**src/ale_pkg.sv**
```systemverilog
// shared types and codes for the array list engine
// command and status structs between controller and datapath; no dependencies
package ale_pkg;

    localparam int DEPTH_DEF = 32;

    // command codes, carried on s_tuser
    typedef enum logic [2:0] {
        CMD_INS_FRONT = 3'd0,
        CMD_INS_BACK  = 3'd1,
        CMD_RM_FRONT  = 3'd2,
        CMD_RM_BACK   = 3'd3,
        CMD_CLEAR     = 3'd4,
        CMD_INS_SORT  = 3'd5,
        CMD_RM_VALUE  = 3'd6,
        CMD_READ_ALL  = 3'd7
    } cmd_t;

    // result status codes
    typedef enum logic [1:0] {
        ST_OK       = 2'd0,
        ST_FULL     = 2'd1,
        ST_EMPTY    = 2'd2,
        ST_NOTFOUND = 2'd3
    } status_t;

    typedef enum logic [2:0] {
        IDX_HOLD = 3'd0,
        IDX_ZERO = 3'd1,
        IDX_CNT  = 3'd2,
        IDX_INC  = 3'd3,
        IDX_DEC  = 3'd4
    } idx_op_t;

    typedef enum logic [1:0] {
        CNT_HOLD = 2'd0,
        CNT_INC  = 2'd1,
        CNT_DEC  = 2'd2,
        CNT_CLR  = 2'd3
    } cnt_op_t;

    // read address relative to the index register
    typedef enum logic [1:0] {
        RA_PREV = 2'd0,
        RA_CUR  = 2'd1,
        RA_NEXT = 2'd2
    } rd_sel_t;

    typedef struct packed {
        idx_op_t idx_op;
        cnt_op_t cnt_op;
        logic    rd_en;
        rd_sel_t rd_sel;
        logic    wr_en;
        logic    wr_opnd;     // write the operand rather than the read data
        logic    res_load;
        logic    res_elem;    // result carries the entry read out
        logic    res_last;
        status_t res_status;
    } dp_cmd_t;

    typedef struct packed {
        logic full;
        logic empty;
        logic idx_zero;
        logic idx_at_end;     // index equals count
        logic idx1_at_end;    // index + 1 reaches count
        logic gt;             // read data greater than operand, signed
        logic eq;             // read data equals operand
        logic out_free;
    } dp_sts_t;

endpackage

```
**src/ale_datapath.sv**
```systemverilog
// datapath of the array list engine: entry store, index and count, result register
// depends on ale_pkg
module ale_datapath import ale_pkg::*; #(
    parameter int DEPTH = DEPTH_DEF
) (
    input  logic        aclk,
    input  logic        aresetn,
    input  logic        opnd_load,
    input  logic [31:0] operand,
    input  dp_cmd_t     cmd,
    output dp_sts_t     sts,
    output logic        m_tvalid,
    input  logic        m_tready,
    output logic [47:0] m_tdata,
    output logic        m_tlast
);

    localparam int CW = $clog2(DEPTH + 1);
    localparam int AW = $clog2(DEPTH);

    logic [31:0]   mem [DEPTH];
    logic [31:0]   rdata_reg;
    logic [31:0]   opnd_reg;
    logic [CW-1:0] cnt_reg, cnt_next;
    logic [CW-1:0] idx_reg, idx_next;
    logic [CW-1:0] rd_idx;
    logic [CW:0]   idx_plus1;
    logic [31:0]   wr_data;

    logic          valid_reg, valid_next;
    logic [1:0]    st_reg;
    logic [5:0]    cnt_out_reg;
    logic [4:0]    pos_reg;
    logic [31:0]   elem_reg;
    logic          last_reg;
    logic [CW+5:0] cnt_ext;
    logic [CW+4:0] idx_ext;

    assign idx_plus1 = {1'b0, idx_reg} + {{CW{1'b0}}, 1'b1};
    assign cnt_ext   = {6'd0, cnt_reg};
    assign idx_ext   = {5'd0, idx_reg};

    always_comb begin
        unique case (cmd.rd_sel)
            RA_PREV: rd_idx = idx_reg - CW'(1);
            RA_NEXT: rd_idx = idx_plus1[CW-1:0];
            default: rd_idx = idx_reg;
        endcase
    end

    assign wr_data = cmd.wr_opnd ? opnd_reg : rdata_reg;

    // single port store, registered read
    always_ff @(posedge aclk) begin
        if (cmd.wr_en) begin
            mem[idx_reg[AW-1:0]] <= wr_data;
        end
        if (cmd.rd_en) begin
            rdata_reg <= mem[rd_idx[AW-1:0]];
        end
        if (opnd_load) begin
            opnd_reg <= operand;
        end
    end

    always_comb begin
        unique case (cmd.idx_op)
            IDX_ZERO: idx_next = '0;
            IDX_CNT:  idx_next = cnt_reg;
            IDX_INC:  idx_next = idx_plus1[CW-1:0];
            IDX_DEC:  idx_next = idx_reg - CW'(1);
            default:  idx_next = idx_reg;
        endcase
        unique case (cmd.cnt_op)
            CNT_INC: cnt_next = cnt_reg + CW'(1);
            CNT_DEC: cnt_next = cnt_reg - CW'(1);
            CNT_CLR: cnt_next = '0;
            default: cnt_next = cnt_reg;
        endcase
    end

    always_ff @(posedge aclk) begin
        if (!aresetn) begin
            idx_reg <= '0;
            cnt_reg <= '0;
        end else begin
            idx_reg <= idx_next;
            cnt_reg <= cnt_next;
        end
    end

    // result register
    assign sts.out_free = !valid_reg || m_tready;

    always_comb begin
        valid_next = valid_reg;
        if (m_tready) begin
            valid_next = 1'b0;
        end
        if (cmd.res_load) begin
            valid_next = 1'b1;
        end
    end

    always_ff @(posedge aclk) begin
        if (!aresetn) begin
            valid_reg <= 1'b0;
        end else begin
            valid_reg <= valid_next;
        end
    end

    always_ff @(posedge aclk) begin
        if (cmd.res_load) begin
            st_reg      <= cmd.res_status;
            cnt_out_reg <= cnt_ext[5:0];
            pos_reg     <= cmd.res_elem ? idx_ext[4:0] : 5'd0;
            elem_reg    <= cmd.res_elem ? rdata_reg : 32'd0;
            last_reg    <= cmd.res_last;
        end
    end

    assign m_tvalid = valid_reg;
    assign m_tdata  = {3'd0, elem_reg, pos_reg, cnt_out_reg, st_reg};
    assign m_tlast  = last_reg;

    assign sts.full        = (cnt_reg == CW'(DEPTH));
    assign sts.empty       = (cnt_reg == '0);
    assign sts.idx_zero    = (idx_reg == '0);
    assign sts.idx_at_end  = (idx_reg == cnt_reg);
    assign sts.idx1_at_end = (idx_plus1 >= {1'b0, cnt_reg});
    assign sts.gt          = ($signed(rdata_reg) > $signed(opnd_reg));
    assign sts.eq          = (rdata_reg == opnd_reg);

endmodule

```
**src/ale_ctrl.sv**
```systemverilog
// controller of the array list engine: one-hot state machine sequencing the datapath
// depends on ale_pkg
module ale_ctrl import ale_pkg::*; (
    input  logic       aclk,
    input  logic       aresetn,
    input  logic       s_tvalid,
    output logic       s_tready,
    input  logic [2:0] command,
    input  dp_sts_t    sts,
    output dp_cmd_t    cmd
);

    typedef enum logic [9:0] {
        S_IDLE     = 10'b00_0000_0001,
        S_INS_CHK  = 10'b00_0000_0010,
        S_INS_CMP  = 10'b00_0000_0100,
        S_FIND_RD  = 10'b00_0000_1000,
        S_FIND_CMP = 10'b00_0001_0000,
        S_SH_CHK   = 10'b00_0010_0000,
        S_SH_WR    = 10'b00_0100_0000,
        S_RA_RD    = 10'b00_1000_0000,
        S_RA_OUT   = 10'b01_0000_0000,
        S_DONE     = 10'b10_0000_0000
    } state_t;

    state_t  state_reg, state_next;
    cmd_t    op_reg, op_next;
    status_t st_reg, st_next;
    cmd_t    in_op;

    assign in_op    = cmd_t'(command);
    assign s_tready = (state_reg == S_IDLE);

    always_comb begin
        state_next     = state_reg;
        op_next        = op_reg;
        st_next        = st_reg;
        cmd            = '0;
        cmd.idx_op     = IDX_HOLD;
        cmd.cnt_op     = CNT_HOLD;
        cmd.rd_sel     = RA_CUR;
        cmd.res_status = ST_OK;
        unique case (state_reg)
            S_IDLE: begin
                if (s_tvalid) begin
                    op_next = in_op;
                    st_next = ST_OK;
                    unique case (in_op)
                        CMD_INS_FRONT, CMD_INS_BACK, CMD_INS_SORT: begin
                            if (sts.full) begin
                                st_next    = ST_FULL;
                                state_next = S_DONE;
                            end else begin
                                cmd.idx_op = IDX_CNT;
                                state_next = S_INS_CHK;
                            end
                        end
                        CMD_RM_FRONT: begin
                            cmd.idx_op = IDX_ZERO;
                            if (sts.empty) begin
                                st_next    = ST_EMPTY;
                                state_next = S_DONE;
                            end else begin
                                state_next = S_SH_CHK;
                            end
                        end
                        CMD_RM_BACK: begin
                            if (sts.empty) begin
                                st_next = ST_EMPTY;
                            end else begin
                                cmd.cnt_op = CNT_DEC;
                            end
                            state_next = S_DONE;
                        end
                        CMD_CLEAR: begin
                            cmd.cnt_op = CNT_CLR;
                            state_next = S_DONE;
                        end
                        CMD_RM_VALUE: begin
                            cmd.idx_op = IDX_ZERO;
                            if (sts.empty) begin
                                st_next    = ST_EMPTY;
                                state_next = S_DONE;
                            end else begin
                                state_next = S_FIND_RD;
                            end
                        end
                        default: begin
                            cmd.idx_op = IDX_ZERO;
                            if (sts.empty) begin
                                st_next    = ST_EMPTY;
                                state_next = S_DONE;
                            end else begin
                                state_next = S_RA_RD;
                            end
                        end
                    endcase
                end
            end
            S_INS_CHK: begin
                if (sts.idx_zero || op_reg == CMD_INS_BACK) begin
                    cmd.wr_en   = 1'b1;
                    cmd.wr_opnd = 1'b1;
                    cmd.cnt_op  = CNT_INC;
                    state_next  = S_DONE;
                end else begin
                    cmd.rd_en  = 1'b1;
                    cmd.rd_sel = RA_PREV;
                    state_next = S_INS_CMP;
                end
            end
            S_INS_CMP: begin
                cmd.wr_en = 1'b1;
                if (op_reg == CMD_INS_FRONT || sts.gt) begin
                    cmd.idx_op = IDX_DEC;
                    state_next = S_INS_CHK;
                end else begin
                    cmd.wr_opnd = 1'b1;
                    cmd.cnt_op  = CNT_INC;
                    state_next  = S_DONE;
                end
            end
            S_FIND_RD: begin
                if (sts.idx_at_end) begin
                    st_next    = ST_NOTFOUND;
                    state_next = S_DONE;
                end else begin
                    cmd.rd_en  = 1'b1;
                    state_next = S_FIND_CMP;
                end
            end
            S_FIND_CMP: begin
                if (sts.eq) begin
                    state_next = S_SH_CHK;
                end else begin
                    cmd.idx_op = IDX_INC;
                    state_next = S_FIND_RD;
                end
            end
            S_SH_CHK: begin
                if (sts.idx1_at_end) begin
                    cmd.cnt_op = CNT_DEC;
                    state_next = S_DONE;
                end else begin
                    cmd.rd_en  = 1'b1;
                    cmd.rd_sel = RA_NEXT;
                    state_next = S_SH_WR;
                end
            end
            S_SH_WR: begin
                cmd.wr_en  = 1'b1;
                cmd.idx_op = IDX_INC;
                state_next = S_SH_CHK;
            end
            S_RA_RD: begin
                cmd.rd_en  = 1'b1;
                state_next = S_RA_OUT;
            end
            S_RA_OUT: begin
                if (sts.out_free) begin
                    cmd.res_load = 1'b1;
                    cmd.res_elem = 1'b1;
                    cmd.res_last = sts.idx1_at_end;
                    if (sts.idx1_at_end) begin
                        state_next = S_IDLE;
                    end else begin
                        cmd.idx_op = IDX_INC;
                        state_next = S_RA_RD;
                    end
                end
            end
            S_DONE: begin
                if (sts.out_free) begin
                    cmd.res_load   = 1'b1;
                    cmd.res_last   = 1'b1;
                    cmd.res_status = st_reg;
                    state_next     = S_IDLE;
                end
            end
            default: begin
                state_next = S_IDLE;
            end
        endcase
    end

    always_ff @(posedge aclk) begin
        if (!aresetn) begin
            state_reg <= S_IDLE;
            op_reg    <= CMD_INS_FRONT;
            st_reg    <= ST_OK;
        end else begin
            state_reg <= state_next;
            op_reg    <= op_next;
            st_reg    <= st_next;
        end
    end

endmodule

```
**src/array_list_engine_unit.sv**
```systemverilog
// top level of the array list engine: controller plus datapath behind stream ports
// depends on ale_pkg, ale_ctrl and ale_datapath
//
// an ordered list of up to DEPTH signed 32-bit entries kept packed from index 0 in a
// single-port store with a registered read, plus an occupancy count. one command is
// taken at a time: s_tready is high only while the controller is idle. a command is
// one transfer with the operation code on s_tuser and the operand on s_tdata. front
// and sorted insert shift entries up one at a time, remove front closes entries up
// one at a time, and remove value searches entry by entry and then closes entries
// up behind a match. read all gives one result transfer per entry, tlast on the
// final one. every command ends in at least one result transfer carrying status
// and the count after the command; a result waits in the output register while
// the next command is taken. the store is not cleared at reset, as only entries
// below the count are read.
module array_list_engine_unit import ale_pkg::*; #(
    parameter int DEPTH = DEPTH_DEF
) (
    input  logic        aclk,
    input  logic        aresetn,
    input  logic        s_tvalid,
    output logic        s_tready,
    input  logic [31:0] s_tdata,   // [31:0] operand
    input  logic [2:0]  s_tuser,   // [2:0] command
    output logic        m_tvalid,
    input  logic        m_tready,
    // [1:0] status, [7:2] count, [12:8] position, [44:13] element, [47:45] zero
    output logic [47:0] m_tdata,
    output logic        m_tlast
);

    dp_cmd_t dp_cmd;
    dp_sts_t dp_sts;
    logic    s_xfer;

    assign s_xfer = s_tvalid && s_tready;

    // sequencing of inserts, removals and read out
    ale_ctrl u_ctrl (
        .aclk     (aclk),
        .aresetn  (aresetn),
        .s_tvalid (s_tvalid),
        .s_tready (s_tready),
        .command  (s_tuser),
        .sts      (dp_sts),
        .cmd      (dp_cmd)
    );

    // store, index and count registers, result register
    ale_datapath #(
        .DEPTH (DEPTH)
    ) u_dp (
        .aclk      (aclk),
        .aresetn   (aresetn),
        .opnd_load (s_xfer),
        .operand   (s_tdata),
        .cmd       (dp_cmd),
        .sts       (dp_sts),
        .m_tvalid  (m_tvalid),
        .m_tready  (m_tready),
        .m_tdata   (m_tdata),
        .m_tlast   (m_tlast)
    );

    // count cannot be both zero and at capacity
    a_full_empty: assert property (@(posedge aclk) disable iff (!aresetn)
        !(dp_sts.full && dp_sts.empty))
        else $error("list reported both full and empty");

    // a clear leaves the list empty
    a_clear: assert property (@(posedge aclk) disable iff (!aresetn)
        (s_xfer && s_tuser == CMD_CLEAR) |=> dp_sts.empty)
        else $error("list not empty after clear");

    // an insert into a full list is refused and leaves it full
    a_full_hold: assert property (@(posedge aclk) disable iff (!aresetn)
        (s_xfer && dp_sts.full && (s_tuser == CMD_INS_FRONT || s_tuser == CMD_INS_BACK
            || s_tuser == CMD_INS_SORT)) |=> dp_sts.full)
        else $error("insert changed a full list");

    // only read out results come without tlast, and they carry status ok
    a_run_ok: assert property (@(posedge aclk) disable iff (!aresetn)
        (m_tvalid && !m_tlast) |-> (m_tdata[1:0] == ST_OK))
        else $error("result inside a run with bad status");

endmodule
```
**config.mk**
```make
export PLATFORM = sky130hd
export DESIGN_NAME = array_list_engine_unit
export DESIGN_NICKNAME = d
export VERILOG_FILES = /design/src/ale_pkg.sv /design/src/ale_datapath.sv /design/src/ale_ctrl.sv /design/src/array_list_engine_unit.sv
export SDC_FILE = /design/constraint.sdc
export NUM_CORES = 2
export LEC_CHECK = 0
export BUFFER_PORTS_ARGS = -buffer_cell sky130_fd_sc_hd__buf_2
export CORE_MARGIN = 2
export CORE_UTILIZATION = 35
export CTS_CLUSTER_DIAMETER = 30
export DETAILED_ROUTE_END_ITERATION = 16
export HOLD_SLACK_MARGIN = 0.02
export SYNTH_ARGS = -nofsm -noshare
export SYNTH_HDL_FRONTEND = slang
export SYNTH_SLANG_ARGS = --single-unit
```
**constraint.sdc**
```tcl
create_clock -name aclk -period 4.1 [get_ports aclk]
set_input_delay 1.23 -clock aclk [delete_from_list [all_inputs] [get_ports aclk]]
set_output_delay 1.23 -clock aclk [all_outputs]
set_load 0.005 [all_outputs]
```
Yosys cells after proc, flatten, opt, wreduce, memory -nomap -nowiden
Memory sizes are Yosys's and may differ from the RTL's. A register that Yosys moved wholly into a read port is not among the register bits.
Cells that the tools add are included.
{ "classes": {"n_addsub": 4, "mul": 0, "n_div": 0, "magnitude_cmp": 2, "eq_ne": 32, "shifts": 0, "muxes": 58, "bitwise_logic": 0, "reduce_logical": 21} }
{ "op_table": {"columns": ["cell", "n"], "rows": [
  ["$mux W10", 11],
  ["$pmux W10 S10", 1],
  ["$pmux W10 S4", 1],
  ["$eq A32 B32 Y1", 1],
  ["$gt A32 B32 Y1", 1],
  ["$mux W32", 1],
  ["$pmux W6 S4", 1],
  ["$pmux W2 S2", 5],
  ["$mux W2", 9],
  ["$mux W3", 6],
  ["$pmux W6 S3", 1],
  ["$pmux W3 S5", 1],
  ["$eq A3 B2 Y1 const B", 4],
  ["$eq A3 B3 Y1 const B", 4],
  ["$logic_not A6 Y1", 2],
  ["$sub A6 B1 Y6 const B", 2],
  ["$mux W1", 11],
  ["$eq A10 B1 Y1 const B", 1],
  ["$eq A10 B10 Y1 const B", 1],
  ["$eq A10 B2 Y1 const B", 1],
  ["$eq A10 B3 Y1 const B", 1],
  ["$eq A10 B4 Y1 const B", 1],
  ["$eq A10 B5 Y1 const B", 1],
  ["$eq A10 B6 Y1 const B", 1],
  ["31 further kinds", 48]
]} }
{ "totals": {"ff_bits": 106, "latch_bits": 0, "ramBits": 1024, "mem_bits_ro": 0, "input_bits": 39, "out_inout_bits": 51, "wordCells": 130, "n_memories": 1} }
{ "memory_table": {"columns": ["name", "depth", "width", "rd", "rd_ports_with_merged_regs", "wr", "line_no", "source"], "rows": [
  ["u_dp.mem", 32, 32, 1, 1, 1, "ale_datapath.sv:21", "logic [31:0] mem [DEPTH];"]
]} }

Logic depth before layout (Yosys ltp)
{ "depth": {"ltp_word": 7, "mapped_depth": 18, "depth_no_buf": 18} }

Modules after synthesis
From an unflattened synthesis, not the netlist that was laid out.
{ "hier_totals": {"cells_unflattened": 3624, "area_unflattened_um2": 51436.8} }
{ "modules_own_cells": {"columns": ["module", "n_inst", "cells_each", "area_each_um2", "seq_area_each_um2"], "rows": [
  ["ale_datapath", 1, 3484, 50383.3, 34312.9],
  ["ale_ctrl", 1, 139, 1047.3, 300.3],
  ["array_list_engine_unit", 1, 1, 6.3, 0.0]
]} }

Least setup slack after synthesis
OpenSTA, ideal clock, no wires.
{ "synth_timing": {"path_type": "flip-flop to flip-flop", "start": "reg u_dp.idx_reg[0]", "end": "reg u_dp.cnt_reg[5]", "setup_ns": 0.076, "t_arrival_ns": 4.029, "t_required_ns": 4.024, "slack_ns": -0.004, "path_stages_with_launch": 18, "n_path_buf": 0, "period_less_slack_ns": 4.104, "cell_sequence": "dfxtp_1 -> inv_1 -> ha_1 -> ha_1 -> nand2_1 -> o21ai_0 -> a211o_1 -> and2_1 -> a21oi_1 -> a21oi_1 -> ha_1 -> a21o_1 -> a21oi_1 -> o21bai_1 -> a21oi_1 -> a311oi_1 -> or3_1 -> a21boi_0"} }
{ "synth_via": {"elab_chain_cells": 6, "word_cells_on_any_way": 12, "classes_between": "add/sub (1); order compare (1); eq/ne (3); mux (4); reduce/logical (3)"} }
{ "synth_lines": {"columns": ["element", "line_no", "source"], "rows": [
  ["from (decl)", "ale_datapath.sv:25", "logic [CW-1:0] idx_reg, idx_next;"],
  ["from (signal assigned)", "ale_datapath.sv:87", "idx_reg <= idx_next;"],
  ["$add A6 B1 Y7 / $logic_not A6 Y1 (equally long branches)", "ale_datapath.sv:39, ale_datapath.sv:129", null],
  ["$ge A7 B6 Y1 / $logic_or A1 B1 Y1 (equally long branches)", "ale_datapath.sv:131, ale_ctrl.sv:101", null],
  ["$mux W2 / $mux W1 (equally long branches)", "ale_ctrl.sv:141, ale_ctrl.sv:101", null],
  ["$pmux W2 S4 (*)", "ale_ctrl.sv:43", "unique case (state_reg)"],
  ["$eq A2 B2 Y1 / $eq A2 B1 Y1 (equally long branches)", "ale_datapath.sv:74", "unique case (cmd.cnt_op)"],
  ["$pmux W6 S3 / $reduce_bool A3 Y1 (equally long branches)", null, null],
  ["to (signal assigned)", "ale_datapath.sv:88", "cnt_reg <= cnt_next;"],
  ["to (decl)", "ale_datapath.sv:24", "logic [CW-1:0] cnt_reg, cnt_next;"]
]} }
Mark *: on every way between the ends. The rest lies on a longest branch, timed or not.
A chain may end at the register's enable or synchronous reset.

Worst setup path after layout
{ "layout_timing": {"start": "reg u_dp.idx_reg[1]", "end": "reg u_dp.rdata_reg[13], read port of u_dp.mem, data pin"} }
{ "layout_via": {"elab_chain_cells": 6, "word_cells_on_any_way": 14, "classes_between": "add/sub (2); order compare (1); eq/ne (2); mux (6); reduce/logical (3)"} }
{ "layout_lines": {"columns": ["element", "line_no", "source"], "rows": [
  ["$add A6 B1 Y7 / $logic_not A6 Y1 (equally long branches)", "ale_datapath.sv:39, ale_datapath.sv:129", null],
  ["$ge A7 B6 Y1 / $logic_or A1 B1 Y1 (equally long branches)", "ale_datapath.sv:131, ale_ctrl.sv:101", null],
  ["$mux W3 (on tied branches)", "ale_ctrl.sv:141, ale_ctrl.sv:101", null],
  ["$pmux W2 S2", "ale_ctrl.sv:43", null],
  ["$eq A2 B2 Y1 / $logic_not A2 Y1 (equally long branches)", "ale_datapath.sv:44", "unique case (cmd.rd_sel)"],
  ["$pmux W5 S2", "ale_datapath.sv:44", null],
  ["to (decl)", "ale_datapath.sv:22", "logic [31:0] rdata_reg;"]
]} }
Parallel ways exist; a longest one is shown, timed or not.

==> run_results.csv <==
group,metric,value,unit
timing,setup-tns-final,0,ns
clocking,root_buffer,"clkbuf_16",
pwr,power_density,539,nW/um^2
pwr,power.internal,23800,uW
global_routing,antenna_found_initial,0,
floorplanning,core_area,134000,um^2
clocking,ctsHoldBuffers,0,
drt,totalWireLength,130,mm
pwr,ir_worst_vdd,0.353,mV
timing,fin_crit,3.97,ns
worst_setup_path,crit_start,"u_dp.idx_reg[1]",
pwr,p_leak,0.0211,uW
yosys,avgSynthCellArea,13.7,um^2
yosys,synth_edf_count,1134,
worst_setup_path,critPathLaunchType,"flip-flop",
clocking,cts_buffer_depth,3,
clocking,cts_tree,"built",
layout,multi_input_area,12000,um^2
timing,setup_viol,0,
floorplanning,die-area,138000,um^2
pwr,pwr-share-comb,0.117,
yosys,synth-xor-area-share,0.00410,
yosys,synth.distinct_cells,69,
floorplanning,initial_core_util,0.353,
clocking,clkTransAtPathRegs,0.05,ns
worst_setup_path,worstSetupPathType,"reg -> reg",
pwr,swShare,0.249,
layout,syn2layout_area_growth,24.2,%
drt,drcViolationCount,0,
placed_design,dpl.hpwl,75.1,mm
worst_setup_path,reg2regPathDepth,16,
timing,slew_viol_final,0,
layout,largest_reg_flops,1024,
yosys,synthFlopType,"edfxtp_1",
timing,tightest_slew,1.02,ns
outcome,outcome,"finished clean",
yosys,syn_area,47300,um^2
global_routing,grt_pass1_vias,29056,
yosys,synth_fa_ha_area_frac,0.0126,
worst_setup_path,rrSetupSlack,0.13,ns
drt,vias_per_cell,5.33,
drt,wl_per_cell,22.9,um
worst_setup_path,crit_arrival,4.47,ns
placed_design,place.gp.congestion,0.899,
global_routing,grt_pass1_wl,193,mm
global_routing,grt_max_degree,63,
yosys,yosys.area_share.simple,0.133,
yosys,synth_top_area_frac,0.720,
global_routing,grt_usage,0.187,
pwr,clockPowerShare,0.463,
clocking,clock_sinks,1162,
timing,rsz0062_at_grt,"yes",
min_path,hold_class,"reg -> reg",
yosys,yosysWarnings,0,
placed_design,place_ws,-0.114,ns
yosys,synth_compound_area_frac,0.0641,
clocking,numCtsBuffers,177,
drt,drt_iter0_markers,3093,
min_path,hold_start,"u_ctrl.st_reg[1]",
placed_design,placed_area,52500,um^2
yosys,ys_ff_latch,1162,
worst_setup_path,worstPathMaxFanout,32,
layout,num-fill-cells,11821,
yosys,netlist_instances,3448,
yosys,synth_most_common_cell,"edfxtp_1",
timing,fin_crit_sh,0.968,
layout,design_area,58700,um^2
timing,setup_ws,0.132,ns
layout,final_layout_size_suffix_gt1_frac,0.202,
pwr,switchingPower,7900,uW
layout,ff_latch_area,34600,um^2
timing,max_freq,0.252,GHz
layout,fin_util,0.439,
layout,fin_nets,3871,
flow_run,maxCapViolations,0,
global_routing,grt_overflow,0,
layout,num_antenna_cells,0,
worst_setup_path,crit_required,4.60,ns
floorplanning,ios,90,
clocking,cts_max_level,4,
drt,first_pass_iters,6,
placed_design,port_buffers,86,
worst_setup_path,r2r-start,"u_dp.idx_reg[1]",
worst_setup_path,crit_path_end,"u_dp.rdata_reg[13]",
floorplanning,die_h,372,um
worst_setup_path,r2r_end,"u_dp.rdata_reg[13]",
floorplanning,die_w,372,um
yosys,async_flop_share,0,
timing,max_slew_margin,0.321,
timing,fin_skew,0.0285,ns
drt,route.antenna.remaining_nets,0,
yosys,synth_top_family_by_area,"simple AND/OR/NAND/NOR gates",
floorplanning,core.rowCount,134,
clocking,clock_latency,0.78,ns
yosys,muxShareOfSynthArea,0.0292,
pwr,total_power,31700,uW
yosys,seq_area_frac_synth,0.732,
pwr,pwr-share-seq,0.420,
yosys,ys_top_cells_by_area,"edfxtp_1 72%, nand2_1 6.5%, mux2i_1 2.2%, nand3_1 1.9%, nor2_1 1.4%",
yosys,synthTopCellsByCount,"1134 x edfxtp_1, 813 x nand2_1, 177 x nand3_1, 177 x nor2_1, 103 x mux2i_1",
timing,finalHoldViolCount,0,
yosys,synth_area_leader_cell,"edfxtp_1",
drt,num_vias,30352,
worst_setup_path,end_kind,"flip-flop",
==> final cells by class <==
| cell class | count | area share |
|---|---|---|
| Sequential cell | 1162 | 0.589 |
| Multi-Input combinational cell | 2037 | 0.205 |
| Clock buffer | 191 | 0.0767 |
| Timing Repair Buffer | 356 | 0.0654 |
| Tap cell | 1768 | 0.0377 |
| Clock inverter | 131 | 0.0227 |
| Inverter | 51 | 0.00326 |
==> power groups by stage <==
stage	combinational [uW]	sequential [uW]	clock, uW
6_report	3720	13300	14700
5_1_grt	4060	13300	15400
4_1_cts	3660	13300	14900
3_5_place_dp	3570	13500	0
3_3_place_gp	3530	13500	0
2_1_floorplan	2260	13500	0
==> how the worst min path moves through the flow <==
stage | endpoint | slack (ns) | depth (start not counted)
final | u_ctrl.st_reg[1] | 0.50 | 2
after global routing | u_ctrl.st_reg[1] | 0.52 | 2
after CTS | u_ctrl.st_reg[0] | 0.50 | 2
after detailed placement | u_ctrl.st_reg[1] | 0.49 | 2
after global placement | u_ctrl.st_reg[1] | 0.47 | 2
after floorplan | u_ctrl.st_reg[1] | 0.45 | 2
==> per-layer routing <==
layer / track usage / share of wire
met1: 0.254 / 0.43
met2: 0.307 / 0.48
met3: 0.0294 / 0.063
met4: 0.0593 / 0.026
met5: 0 / 0
==> per-stage QoR <==
step           hold slack, ns  instances
5_1_grt                 0.519       5696
3_3_place_gp            0.474       5359
2_1_floorplan           0.452       3450
3_5_place_dp            0.488       5359
4_1_cts                 0.495       5690
6_report                0.495       5696
==> placed cells by master, fill, tap and decap left out, drive strengths merged, types with 28 or more instances in the layout <==
cell type / count
clkinv: 65
nor4: 41
and2: 40
and3: 73
a32oi: 32
edfxtp: 1134
o22ai: 35
mux2: 31
a32o: 64
mux2i: 103
clkbuf: 192
o2111ai: 32
inv: 79
dfxtp: 28
o21ai: 50
nor2: 178
a31oi: 72
a21oi: 94
buf: 353
nand2: 813
ha: 46
nand3: 177
==> worst max-delay path, cell delays in order (launching register included) <==
cell and delay [ns]:
dfxtp_2 0.37, ha_4 0.17, nand3_1 0.13, xnor2_2 0.17, ha_1 0.29, and3_1 0.24
a2111oi_4 0.40, buf_4 0.20, nor2_1 0.07, nand2_1 0.09, nand2_1 0.09, or2_4 0.29
buf_4 0.15, or2_2 0.30, buf_12 0.21, o2111ai_1 0.46, nor4_2 0.06
==> cell families after synthesis <==
family,after synthesis
AOI/OAI and AO/OA,429
xor gates and xnor gates,20
adders and majority gates,47
buffers and inverters,252
DFF,1162
muxes,134
other,1
and+or+nand+nor,1403
==> repair_timing <==
item,CTS,global route
gates resized for setup,13,35
pin swaps,6,4
endpoints found under the setup margin,28,33
gates cloned,3,1
setup buffers,6,5
Power figures use the tool's default switching activity.
